File: config.mk
export PLATFORM = sky130hd
export DESIGN_NAME = packet_ingress_classifier
export DESIGN_NICKNAME = d
export VERILOG_FILES = /design/src/sv/pic_pkg.sv /design/src/sv/packet_ingress_classifier.sv
export SDC_FILE = /design/constraint.sdc
export NUM_CORES = 1
export LEC_CHECK = 0
export ABC_AREA = 1
export BUFFER_PORTS_ARGS = -buffer_cell sky130_fd_sc_hd__buf_4
export CAP_MARGIN = 30
export CELL_PAD_IN_SITES_DETAIL_PLACEMENT = 1
export CELL_PAD_IN_SITES_GLOBAL_PLACEMENT = 2
export CORE_ASPECT_RATIO = 1.5
export CORE_MARGIN = 2
export CORE_UTILIZATION = 30
export CTS_CLUSTER_DIAMETER = 40
export DETAILED_ROUTE_END_ITERATION = 16
export GPL_ROUTABILITY_DRIVEN = 0
export PLACE_DENSITY = 0.72
export SYNTH_ARGS = -nofsm -noshare
export SYNTH_HDL_FRONTEND = slang
export SYNTH_SLANG_ARGS = --single-unit
File: constraint.sdc
create_clock -name clk -period 7.8 [get_ports clk]
set_input_delay 1.56 -clock clk [delete_from_list [all_inputs] [get_ports clk]]
set_output_delay 1.56 -clock clk [all_outputs]
set_load 0.05 [all_outputs]
File: src/sv/pic_pkg.sv
// types, constants and helpers for the packet ingress classifier
`timescale 1ns / 1ps

package pic_pkg;

	localparam int unsigned WORD_W      = 32;
	localparam int unsigned HALF_W      = 16;
	localparam int unsigned COUNT_W     = 16;
	localparam int unsigned CFG_INDEX_W = 3;
	localparam int unsigned OUT_DATA_W  = 56;

	typedef enum logic [2:0] {
		VERDICT_FORWARD    = 3'd0,
		VERDICT_SRC_REJECT = 3'd1,
		VERDICT_CSUM_BAD   = 3'd2,
		VERDICT_BAD_TYPE   = 3'd3,
		VERDICT_NO_IFACE   = 3'd4
	} verdict_t;

	typedef enum logic [1:0] {
		CLASS_HIGH    = 2'd0,
		CLASS_MEDIUM  = 2'd1,
		CLASS_LOW     = 2'd2,
		CLASS_INVALID = 2'd3
	} prio_t;

	localparam logic [2:0] IFACE_NONE  = 3'd0;
	localparam logic [2:0] IFACE_ONE   = 3'd1;
	localparam logic [2:0] IFACE_TWO   = 3'd2;
	localparam logic [2:0] IFACE_THREE = 3'd3;
	localparam logic [2:0] IFACE_FOUR  = 3'd4;

	localparam logic [CFG_INDEX_W-1:0] CFG_BASE_ONE   = 3'd0;
	localparam logic [CFG_INDEX_W-1:0] CFG_BASE_TWO   = 3'd1;
	localparam logic [CFG_INDEX_W-1:0] CFG_BASE_THREE = 3'd2;
	localparam logic [CFG_INDEX_W-1:0] CFG_BASE_FOUR  = 3'd3;
	localparam logic [CFG_INDEX_W-1:0] CFG_SPAN       = 3'd4;

	localparam logic [WORD_W-1:0] RST_BASE_ONE   = 32'h1000_0000;
	localparam logic [WORD_W-1:0] RST_BASE_TWO   = 32'h5000_0000;
	localparam logic [WORD_W-1:0] RST_BASE_THREE = 32'h6000_0000;
	localparam logic [WORD_W-1:0] RST_BASE_FOUR  = 32'hD000_0000;
	localparam logic [WORD_W-1:0] RST_SPAN       = 32'h000F_FFFF;

	// interface intervals, both bounds exclusive
	localparam logic [WORD_W-1:0] IF1_LO = 32'hC000_0001;
	localparam logic [WORD_W-1:0] IF1_HI = 32'hFFFF_FFFF;
	localparam logic [WORD_W-1:0] IF2_LO = 32'h8000_0000;
	localparam logic [WORD_W-1:0] IF2_HI = 32'hC000_0000;
	localparam logic [WORD_W-1:0] IF3_LO = 32'h4000_0000;
	localparam logic [WORD_W-1:0] IF3_HI = 32'h7FFF_FFFF;
	localparam logic [WORD_W-1:0] IF4_LO = 32'h0000_0000;
	localparam logic [WORD_W-1:0] IF4_HI = 32'h3FFF_FFFF;

	localparam logic [COUNT_W-1:0] COUNT_MAX   = 16'hFFFF;
	localparam logic [COUNT_W-1:0] ALARM_LIMIT = 16'd15;

	// result tdata, last field in the lowest bits
	typedef struct packed {
		logic [6:0]         pad;
		logic               checksum_alarm;
		logic [7:0]         forwarded_low_byte;
		logic [COUNT_W-1:0] checksum_reject_count;
		logic [COUNT_W-1:0] source_reject_count;
		logic [2:0]         interface_id;
		prio_t              priority_class;
		verdict_t           verdict;
	} result_t;

	function automatic logic in_window(input logic [WORD_W-1:0] src,
		input logic [WORD_W-1:0] base, input logic [WORD_W-1:0] span);
		logic [WORD_W:0] top;
		top = {1'b0, base} + {1'b0, span};
		return (src > base) && ({1'b0, src} < top);
	endfunction

	function automatic logic between(input logic [WORD_W-1:0] v,
		input logic [WORD_W-1:0] lo, input logic [WORD_W-1:0] hi);
		return (v > lo) && (v < hi);
	endfunction

	function automatic logic [COUNT_W-1:0] sat_inc(input logic [COUNT_W-1:0] c);
		return (c == COUNT_MAX) ? COUNT_MAX : c + COUNT_W'(1);
	endfunction

endpackage

File: src/sv/packet_ingress_classifier.sv
// packet ingress classifier: checksum, source filter and interface match
`timescale 1ns / 1ps

// Takes one 32-bit packet word per cycle (source, destination, type, checksum,
// then data words; PACKET_WORDS in all) and gives one verdict per packet. Each
// request is held in an input register and processed from there when not
// stalled; the running ones-complement sum takes every word but the checksum
// word, and on the last word the sum is folded and the verdict, class,
// interface and counts go to a result register. Sustained rate is one word per
// cycle. A stalled result stalls input only when a further last word is
// waiting. Configuration writes take effect at the next clock edge.
module packet_ingress_classifier #(
	parameter int unsigned PACKET_WORDS = 16
) (
	input  logic                                     clk,
	input  logic                                     arst_n,
	input  logic                                     cfg_wr_en,
	input  logic [pic_pkg::CFG_INDEX_W-1:0]          cfg_index,
	input  logic [pic_pkg::WORD_W-1:0]               cfg_data,
	input  logic                                     s_tvalid,
	output logic                                     s_tready,
	input  logic [pic_pkg::WORD_W-1:0]               s_tdata,  // packet_word
	output logic                                     m_tvalid,
	input  logic                                     m_tready,
	// verdict, priority_class, interface_id, source_reject_count,
	// checksum_reject_count, forwarded_low_byte, checksum_alarm, zero fill
	output logic [pic_pkg::OUT_DATA_W-1:0]           m_tdata
);

	localparam int unsigned POS_W = $clog2(PACKET_WORDS);
	localparam int unsigned SUM_W = 17 + $clog2(PACKET_WORDS);
	localparam logic [POS_W-1:0] LAST_POS = POS_W'(PACKET_WORDS - 1);
	localparam logic [POS_W-1:0] POS_SRC  = POS_W'(0);
	localparam logic [POS_W-1:0] POS_DST  = POS_W'(1);
	localparam logic [POS_W-1:0] POS_TYPE = POS_W'(2);
	localparam logic [POS_W-1:0] POS_CSUM = POS_W'(3);

	logic [pic_pkg::WORD_W-1:0] base1_q, base2_q, base3_q, base4_q, span_q;

	logic                       valid_s1;
	logic [pic_pkg::WORD_W-1:0] word_s1;

	logic [POS_W-1:0]           pos_q;
	logic [SUM_W-1:0]           sum_q;
	logic [pic_pkg::WORD_W-1:0] src_q, dst_q, csum_q;
	pic_pkg::prio_t             type_q;
	logic [pic_pkg::COUNT_W-1:0] src_rej_q, csum_rej_q, fwd_q;

	logic                       out_valid_q;
	pic_pkg::result_t           result_q;

	logic                       is_last, fire;
	logic [16:0]                half_add;
	logic [SUM_W-1:0]           sum_next;
	logic [16:0]                fold1;
	logic [15:0]                fold2;
	logic [pic_pkg::WORD_W-1:0] csum_cur;
	logic                       csum_ok, src_rej;
	pic_pkg::prio_t             word_class;
	logic [2:0]                 iface;
	pic_pkg::verdict_t          verdict;
	logic [pic_pkg::COUNT_W-1:0] src_rej_next, csum_rej_next, fwd_next;

	assign is_last  = (pos_q == LAST_POS);
	assign fire     = valid_s1 && (!is_last || !out_valid_q || m_tready);
	assign s_tready = !valid_s1 || fire;

	// running sum of both half-words, checksum word counts as zero
	assign half_add = {1'b0, word_s1[15:0]} + {1'b0, word_s1[31:16]};
	assign sum_next = (pos_q == POS_CSUM) ? sum_q : sum_q + SUM_W'(half_add);
	assign fold1    = {1'b0, sum_next[15:0]} + 17'(sum_next[SUM_W-1:16]);
	assign fold2    = fold1[15:0] + 16'(fold1[16]);
	assign csum_cur = (pos_q == POS_CSUM) ? word_s1 : csum_q;
	assign csum_ok  = (csum_cur == {16'h0000, ~fold2});

	assign word_class = (word_s1 <= 32'd2) ? pic_pkg::prio_t'(word_s1[1:0])
		: pic_pkg::CLASS_INVALID;

	assign src_rej = pic_pkg::in_window(src_q, base1_q, span_q)
		|| pic_pkg::in_window(src_q, base2_q, span_q)
		|| pic_pkg::in_window(src_q, base3_q, span_q)
		|| pic_pkg::in_window(src_q, base4_q, span_q);

	always_comb begin
		iface         = pic_pkg::IFACE_NONE;
		src_rej_next  = src_rej_q;
		csum_rej_next = csum_rej_q;
		fwd_next      = fwd_q;
		if (src_rej) begin
			verdict      = pic_pkg::VERDICT_SRC_REJECT;
			src_rej_next = pic_pkg::sat_inc(src_rej_q);
		end else if (!csum_ok) begin
			verdict       = pic_pkg::VERDICT_CSUM_BAD;
			csum_rej_next = pic_pkg::sat_inc(csum_rej_q);
		end else if (type_q == pic_pkg::CLASS_INVALID) begin
			verdict = pic_pkg::VERDICT_BAD_TYPE;
		end else begin
			if (pic_pkg::between(dst_q, pic_pkg::IF1_LO, pic_pkg::IF1_HI)) begin
				iface = pic_pkg::IFACE_ONE;
			end else if (pic_pkg::between(dst_q, pic_pkg::IF2_LO, pic_pkg::IF2_HI)) begin
				iface = pic_pkg::IFACE_TWO;
			end else if (pic_pkg::between(dst_q, pic_pkg::IF3_LO, pic_pkg::IF3_HI)) begin
				iface = pic_pkg::IFACE_THREE;
			end else if (pic_pkg::between(dst_q, pic_pkg::IF4_LO, pic_pkg::IF4_HI)) begin
				iface = pic_pkg::IFACE_FOUR;
			end
			if (iface != pic_pkg::IFACE_NONE) begin
				verdict  = pic_pkg::VERDICT_FORWARD;
				fwd_next = pic_pkg::sat_inc(fwd_q);
			end else begin
				verdict = pic_pkg::VERDICT_NO_IFACE;
			end
		end
	end

	// configuration registers
	always_ff @(posedge clk or negedge arst_n) begin
		if (!arst_n) begin
			base1_q <= pic_pkg::RST_BASE_ONE;
			base2_q <= pic_pkg::RST_BASE_TWO;
			base3_q <= pic_pkg::RST_BASE_THREE;
			base4_q <= pic_pkg::RST_BASE_FOUR;
			span_q  <= pic_pkg::RST_SPAN;
		end else if (cfg_wr_en) begin
			case (cfg_index)
				pic_pkg::CFG_BASE_ONE:   base1_q <= cfg_data;
				pic_pkg::CFG_BASE_TWO:   base2_q <= cfg_data;
				pic_pkg::CFG_BASE_THREE: base3_q <= cfg_data;
				pic_pkg::CFG_BASE_FOUR:  base4_q <= cfg_data;
				pic_pkg::CFG_SPAN:       span_q  <= cfg_data;
				default: ;
			endcase
		end
	end

	// input register
	always_ff @(posedge clk or negedge arst_n) begin
		if (!arst_n) begin
			valid_s1 <= 1'b0;
		end else if (s_tready) begin
			valid_s1 <= s_tvalid;
		end
	end

	always_ff @(posedge clk) begin
		if (s_tready && s_tvalid) begin
			word_s1 <= s_tdata;
		end
	end

	// packet state and counters
	always_ff @(posedge clk or negedge arst_n) begin
		if (!arst_n) begin
			pos_q      <= '0;
			sum_q      <= '0;
			src_rej_q  <= '0;
			csum_rej_q <= '0;
			fwd_q      <= '0;
		end else if (fire) begin
			if (is_last) begin
				pos_q      <= '0;
				sum_q      <= '0;
				src_rej_q  <= src_rej_next;
				csum_rej_q <= csum_rej_next;
				fwd_q      <= fwd_next;
			end else begin
				pos_q <= pos_q + POS_W'(1);
				sum_q <= sum_next;
			end
		end
	end

	always_ff @(posedge clk) begin
		if (fire) begin
			if (pos_q == POS_SRC) begin
				src_q <= word_s1;
			end
			if (pos_q == POS_DST) begin
				dst_q <= word_s1;
			end
			if (pos_q == POS_TYPE) begin
				type_q <= word_class;
			end
			if (pos_q == POS_CSUM) begin
				csum_q <= word_s1;
			end
		end
	end

	// result register
	always_ff @(posedge clk or negedge arst_n) begin
		if (!arst_n) begin
			out_valid_q <= 1'b0;
		end else if (fire && is_last) begin
			out_valid_q <= 1'b1;
		end else if (m_tready) begin
			out_valid_q <= 1'b0;
		end
	end

	always_ff @(posedge clk) begin
		if (fire && is_last) begin
			result_q.pad                   <= '0;
			result_q.verdict               <= verdict;
			result_q.priority_class        <= type_q;
			result_q.interface_id          <= iface;
			result_q.source_reject_count   <= src_rej_next;
			result_q.checksum_reject_count <= csum_rej_next;
			result_q.forwarded_low_byte    <= fwd_next[7:0];
			result_q.checksum_alarm        <= (csum_rej_next > pic_pkg::ALARM_LIMIT);
		end
	end

	assign m_tvalid = out_valid_q;
	assign m_tdata  = result_q;

endmodule

==> results.cfg, run 1 <==
[cts]
root_buffer = clkbuf_16
cts_buffer_depth = 3
cts_tree = built
path_clk_slew_ns = 0.05
clkSinkCount = 414
cts_htree_levels = 3
clock_latency_ns = 0.69
cts_made_buffers = 84

[grt]
grt_overflow = 0
grt_pass1_vias = 28657
grt_max_degree = 127
antenna_found_initial = 2
grt_pass1_wl_um = 170000
grt_usage = 0.211

[die]
initial_core_util = 0.303
coreArea_um2 = 101000
rows = 143
die_h_um = 396
die_area_um2 = 105000
io_pins = 130
dieWidth_um = 265

[sta]
worstMarginPinSlew_ns = 0.942
rsz0062_at_grt = no
min_period_ns = 7.06
fin_crit_sh = 0.906
skew_ns = 0.0444
max_freq_mhz = 142
relSlewSlack = 0.372
setup_tns_ns = 0
hold_ws_ns = 0.507
hold_viol_final = 0
finalSetupViolCount = 0
slew_violations = 0

[power_and_ir_drop]
p_total_mw = 14.0
power.ir.vdd_worst_mv = 0.182
power_density_nw_per_um2 = 383
leakage_nw = 17.1

[worst_setup_path]
path_common_cell = nand2_1
critPathSlowestCell = fa_1
worstPathRequired_ns = 8.23
cp_max_fo = 13
critPathKind = reg -> reg
critical_path_arrival_ns = 7.49
worstSetupEndpointType = flip-flop
worst_setup_path_start_kind = flip-flop
slowest_delay_ns = 0.50

[logic_synthesis]
yosys.area_share.adder = 0.181
yosys-top-cells-area = edfxtp_1, dfrtp_1, ha_1
synth-compound-area-share = 0.138
synth_top_family_by_area = simple AND/OR/NAND/NOR gates
synth_top_area_frac = 0.175
synth_simple_gate_area_share = 0.203
synth_async_sr_flop_share = 0.568
synth_area_um2 = 30800
yosysWarnings = 0
synth-edff-count = 179
yosys-mux-area-fraction = 0
yosys.area.top_type = edfxtp_1
syn_inst = 3734
yosysUniqueCellTypes = 67
synth_xor_area_frac = 0.0426
ys_ff_latch = 414
ys.flop_type = dfrtp_1
syn_area_per_cell_um2 = 8.24
synth-seq-area-share = 0.367

[layout]
final_common_cell = nand2_1
multi_input_area_um2 = 17400
fillerInstances = 11990
regArea_um2 = 11300
fin_nets = 4436
layout_common_cells = nand2_1, inv_1, ha_1, o21ai_0, a21oi_1
layout-drive-gt1-share = 0.112
syn_to_final_growth_pct = 18.7

[detailed_routing]
dr.pass1.iters = 5
drt_iter0_markers = 1232
vias = 26759
routed_wl_um = 110000
drc = 0
ant_nets = 0
wire_per_inst_um = 20.7
viasPerCell = 5.04

[placement]
dpl.hpwl_um = 86500
numPortBuffers = 122

[run]
maxCapViolCount = 0

[status]
status = complete, no violations

[worst_hold_path]
hold_class = reg -> reg
-- metrics by stage --
stage,setup slack [ns],util,area (um2),cells
floorplan,1.60,-,30800,3740
global route,0.0282,0.360,36500,5310
detailed placement,0.191,0.329,33400,5140
CTS,0.188,0.359,36400,5298
finish,0.735,0.360,36500,5311
global placement,0.356,0.329,33400,5137
-- layout make-up --
type,count,area share
clock buffers,99,0.0622
clock inverters,59,0.0199
well taps,1305,0.0447
diodes,1,0.0000685
inverters,484,0.0498
flip-flops and latches,414,0.309
repair buffers,177,0.0374
multi-input cells,2772,0.477
-- critical path: cells and delay by family, from the launching register on --
| family | cells | cell delay [ns] |
|---|---|---|
| AND/OR/NAND/NOR | 28 | 3.01 |
| AO/OA/AOI/OAI | 3 | 0.42 |
| adder cells (fa/ha/maj) | 6 | 1.93 |
| buffers and inverters | 3 | 0.50 |
| flip-flops | 1 | 0.45 |
| XOR/XNOR | 3 | 0.51 |
-- power breakdown --
part / internal (mW) / switching, mW / total, mW / leakage (nW)
combinational: 2.37 / 4.55 / 6.92 / 11.1
sequential: 2.77 / 0.438 / 3.21 / 4.50
clock: 2.43 / 1.41 / 3.84 / 1.46
total: 7.57 / 6.39 / 14.0 / 17.1
-- cell families after synthesis --
group / count (synthesis)
xor gates and xnor gates: 148
buffers and inverters: 554
AOI/OAI and AO/OA: 772
and+or+nand+nor: 1414
DFF: 414
adders and majority gates: 431
other: 1
-- layer usage --
| metal | routed length [um] | track usage | up-vias | share of wire |
|---|---|---|---|---|
| met1 | 43700 | 0.235 | 13026 | 0.40 |
| met3 | 3400 | 0.0283 | 195 | 0.031 |
| met4 | 4720 | 0.0925 | 2 | 0.043 |
| li1 | - | - | 13172 | - |
| met2 | 58000 | 0.396 | 364 | 0.53 |
| met5 | 13 | 0 | - | 0.00012 |
-- registers in the layout (all words and copies together) (netlist names) --
register / count
m_tdata: 49
base2_q: 32
csum_q: 32
word_s1: 32
csum_rej_q: 16
fwd_q: 16
pos_q: 4
type_q: 2
base1_q: 32
m_tvalid: 1
base4_q: 32
base3_q: 32
span_q: 32
src_rej_q: 16
dst_q: 32
valid_s1: 1
sum_q: 21
src_q: 32
-- synthesized netlist by cell type, types with 4 or more instances --
cell type / count
a31oi_1: 17
nand4_1: 82
o31ai_1: 8
o2111ai_1: 7
or2_2: 20
xor2_1: 84
nand3_2: 12
nor2_2: 8
inv_2: 9
nor4_1: 23
buf_2: 8
nand2_1: 800
ha_1: 409
o21bai_1: 15
a21boi_1: 6
o221ai_1: 8
a221oi_1: 4
o211ai_1: 18
dfstp_2: 28
xnor2_1: 63
dfrtp_1: 207
clkbuf_1: 48
nand3_1: 184
nor3_1: 55
inv_1: 473
nor2_4: 4
nor2_1: 182
a21oi_1: 277
nand2_2: 19
a211oi_1: 13
nand3b_1: 6
a21boi_0: 9
o21ai_1: 27
fa_1: 22
o21a_1: 15
buf_4: 11
edfxtp_1: 179
o21ai_0: 331
-- what timing repair did --
| action | CTS | global route |
|---|---|---|
| hold buffers | 0 | 0 |
| buffers inserted | 0 | 11 |
| endpoints found under the setup margin | 0 | 28 |
| resized for setup | 0 | 7 |
-- path summary, 6_finish.rpt --
check / startpoint / to / slack (ns) / cells past startpoint
setup / recovery: word_s1[3] / m_tdata[43] / 0.74 / 43
hold / removal: base2_q[30] / base2_q[30] / 0.51 / 2
setup reg to reg: word_s1[3] / m_tdata[43] / 0.74 / 43
hold reg to reg: base2_q[30] / base2_q[30] / 0.51 / 2
max in group asynchronous: arst_n / base3_q[13] / 5.60 / 2
min in group asynchronous: arst_n / m_tvalid / 0.85 / 1
No activity file was read; power rests on OpenSTA's default activity.
==> inputs of run 2 (changes only) <==
--- a/config.mk
+++ b/config.mk
@@ -17,6 +17,7 @@
 export DETAILED_ROUTE_END_ITERATION = 16
 export GPL_ROUTABILITY_DRIVEN = 0
 export PLACE_DENSITY = 0.72
+export REMOVE_ABC_BUFFERS = 1
 export SYNTH_ARGS = -nofsm -noshare
 export SYNTH_HDL_FRONTEND = slang
 export SYNTH_SLANG_ARGS = --single-unit
==> results.cfg, run 2 (synthesized netlist as in run 1, its figures left out) <==
[layout]
largest_reg_flops = 49
final_common_cell = nand2_1
fin_area_um2 = 35900
fin_nets = 4415
syn_to_final_growth_pct = 16.6
layout_common_cells = nand2_1, inv_1, ha_1, o21ai_0, a21oi_1
layout-drive-gt1-share = 0.104
fillerInstances = 12004

[cts]
root_buffer = clkbuf_16
cts_made_buffers = 70
clock_latency_ns = 0.65
clkSinkCount = 414
path_clk_slew_ns = 0.06
cts_hold_buf = 0
cts_buffer_depth = 3
cts_tree = built
cts_htree_levels = 3

[sta]
relSlewSlack = 0.332
worstMarginPinSlew_ns = 1.00
setup_tns_ns = 0
rsz0062_at_grt = yes
fin_crit_sh = 0.911
hold_viol_final = 0
max_freq_mhz = 141
hold_ws_ns = 0.514
finalSetupViolCount = 0
setup_ws_ns = 0.697
slew_violations = 0
min_period_ns = 7.10
skew_ns = 0.0337

[placement]
dpl.hpwl_um = 85700
numPortBuffers = 122
place_ws_ns = 0.439
dpl_cell_area_um2 = 33400

[grt]
grt_overflow = 0
antenna_found_initial = 6
grt_max_degree = 136
grt_pass1_vias = 28906
grt_usage = 0.208
grt_pass1_wl_um = 167000

[run]
maxCapViolCount = 0

[worst_hold_path]
hold_start = base4_q[30]
hold_class = reg -> reg
hold_path_depth = 2
min_to = base4_q[30]

[power_and_ir_drop]
seqPwrFrac = 0.242
power.ir.vdd_worst_mv = 0.275
combPwrFrac = 0.517
swShare = 0.464
internal_power_mw = 7.11
switching_power_mw = 6.17
power_density_nw_per_um2 = 370
leakage_nw = 16.7
p_total_mw = 13.3
clockPowerShare = 0.240

[worst_setup_path]
r2r_end = m_tdata[48]
critical_path_arrival_ns = 7.50
slowest_delay_ns = 0.56
critPathKind = reg -> reg
rrSetupSlack_ns = 0.70
worstSetupEndpointType = flip-flop
worstPathRequired_ns = 8.19
cp_max_fo = 16
worst_setup_path_start_kind = flip-flop
reg2regPathDepth = 44
r2r_start = word_s1[2]
path_common_cell = nand2_1
critPathSlowestCell = fa_1

[detailed_routing]
dr.pass1.iters = 5
ant_nets = 0
drc = 0
drt_iter0_markers = 902
vias = 26766
wire_per_inst_um = 20.4
routed_wl_um = 108000
viasPerCell = 5.07

[status]
status = complete, no violations

[die]
rows = 143
die_area_um2 = 105000
dieWidth_um = 265
initial_core_util = 0.303
die_h_um = 396
coreArea_um2 = 101000
io_pins = 130
run 2: changes by cell type in the layout (fill, tap and decap cells not counted), sizes merged:
cell / before / now
clkinv: 27 / 21
clkinvlp: 5 / 11
inv: 502 / 490
buf: 177 / 170
clkbuf: 99 / 85
bufinv: 9 / 7
run 2: worst max-delay path, delay by kind of cell, from the launching register on:
| kind | cells | cell delay [ns] |
|---|---|---|
| buf+inv | 2 | 0.35 |
| fa+ha+maj | 6 | 1.97 |
| simple gates | 30 | 3.04 |
| compound gates | 3 | 0.47 |
| flops | 1 | 0.45 |
| xor+xnor | 3 | 0.55 |
run 2: cell type report:
type	instances	area [um2]	area share
clock inverters	45	549	0.0153
flip-flops and latches	414	11300	0.315
clock buffers	85	1860	0.0518
diodes	1	2.50	0.0000698
repair buffers	170	1310	0.0365
multi-input cells	2772	17400	0.485
inverters	484	1820	0.0507
well taps	1305	1630	0.0455
run 2: how the worst max path moves through the flow:
stage,start,to,slack [ns],cells past startpoint
3_5_place_dp,word_s1[19],fwd_q[4],0.44,42
3_3_place_gp,word_s1[19],fwd_q[4],0.59,42
2_1_floorplan,word_s1[3],fwd_q[4],1.29,42
4_1_cts,word_s1[19],fwd_q[4],0.42,42
5_1_grt,word_s1[8],fwd_q[7],-0.02,43
6_report,word_s1[2],m_tdata[48],0.70,44
run 2: power groups by stage:
stage               registers (mW)  clock network (mW)  logic [mW]
detailed placement            3.26                   0        6.95
CTS                           3.23                3.27        7.00
global placement              3.25                   0        6.85
finish                        3.22                3.19        6.87
global route                  3.28                3.34        7.88
floorplan                     3.15                   0        4.86
run 2: stage by stage:
stage	cells	util
after global routing	5275	0.353
after global placement	5135	0.329
after floorplan	3670	-
after CTS	5267	0.353
after detailed placement	5137	0.329
final	5276	0.353
run 2: timing repair:
item,CTS,global route
endpoints found under the setup margin,0,18
gates resized for setup,0,5
buffers inserted,0,8
run 2: per-layer routing:
layer / wire length [um] / track usage
met1: 42000 / 0.222
met2: 57900 / 0.401
met3: 3090 / 0.0307
met4: 4600 / 0.0864
met5: 46 / 0
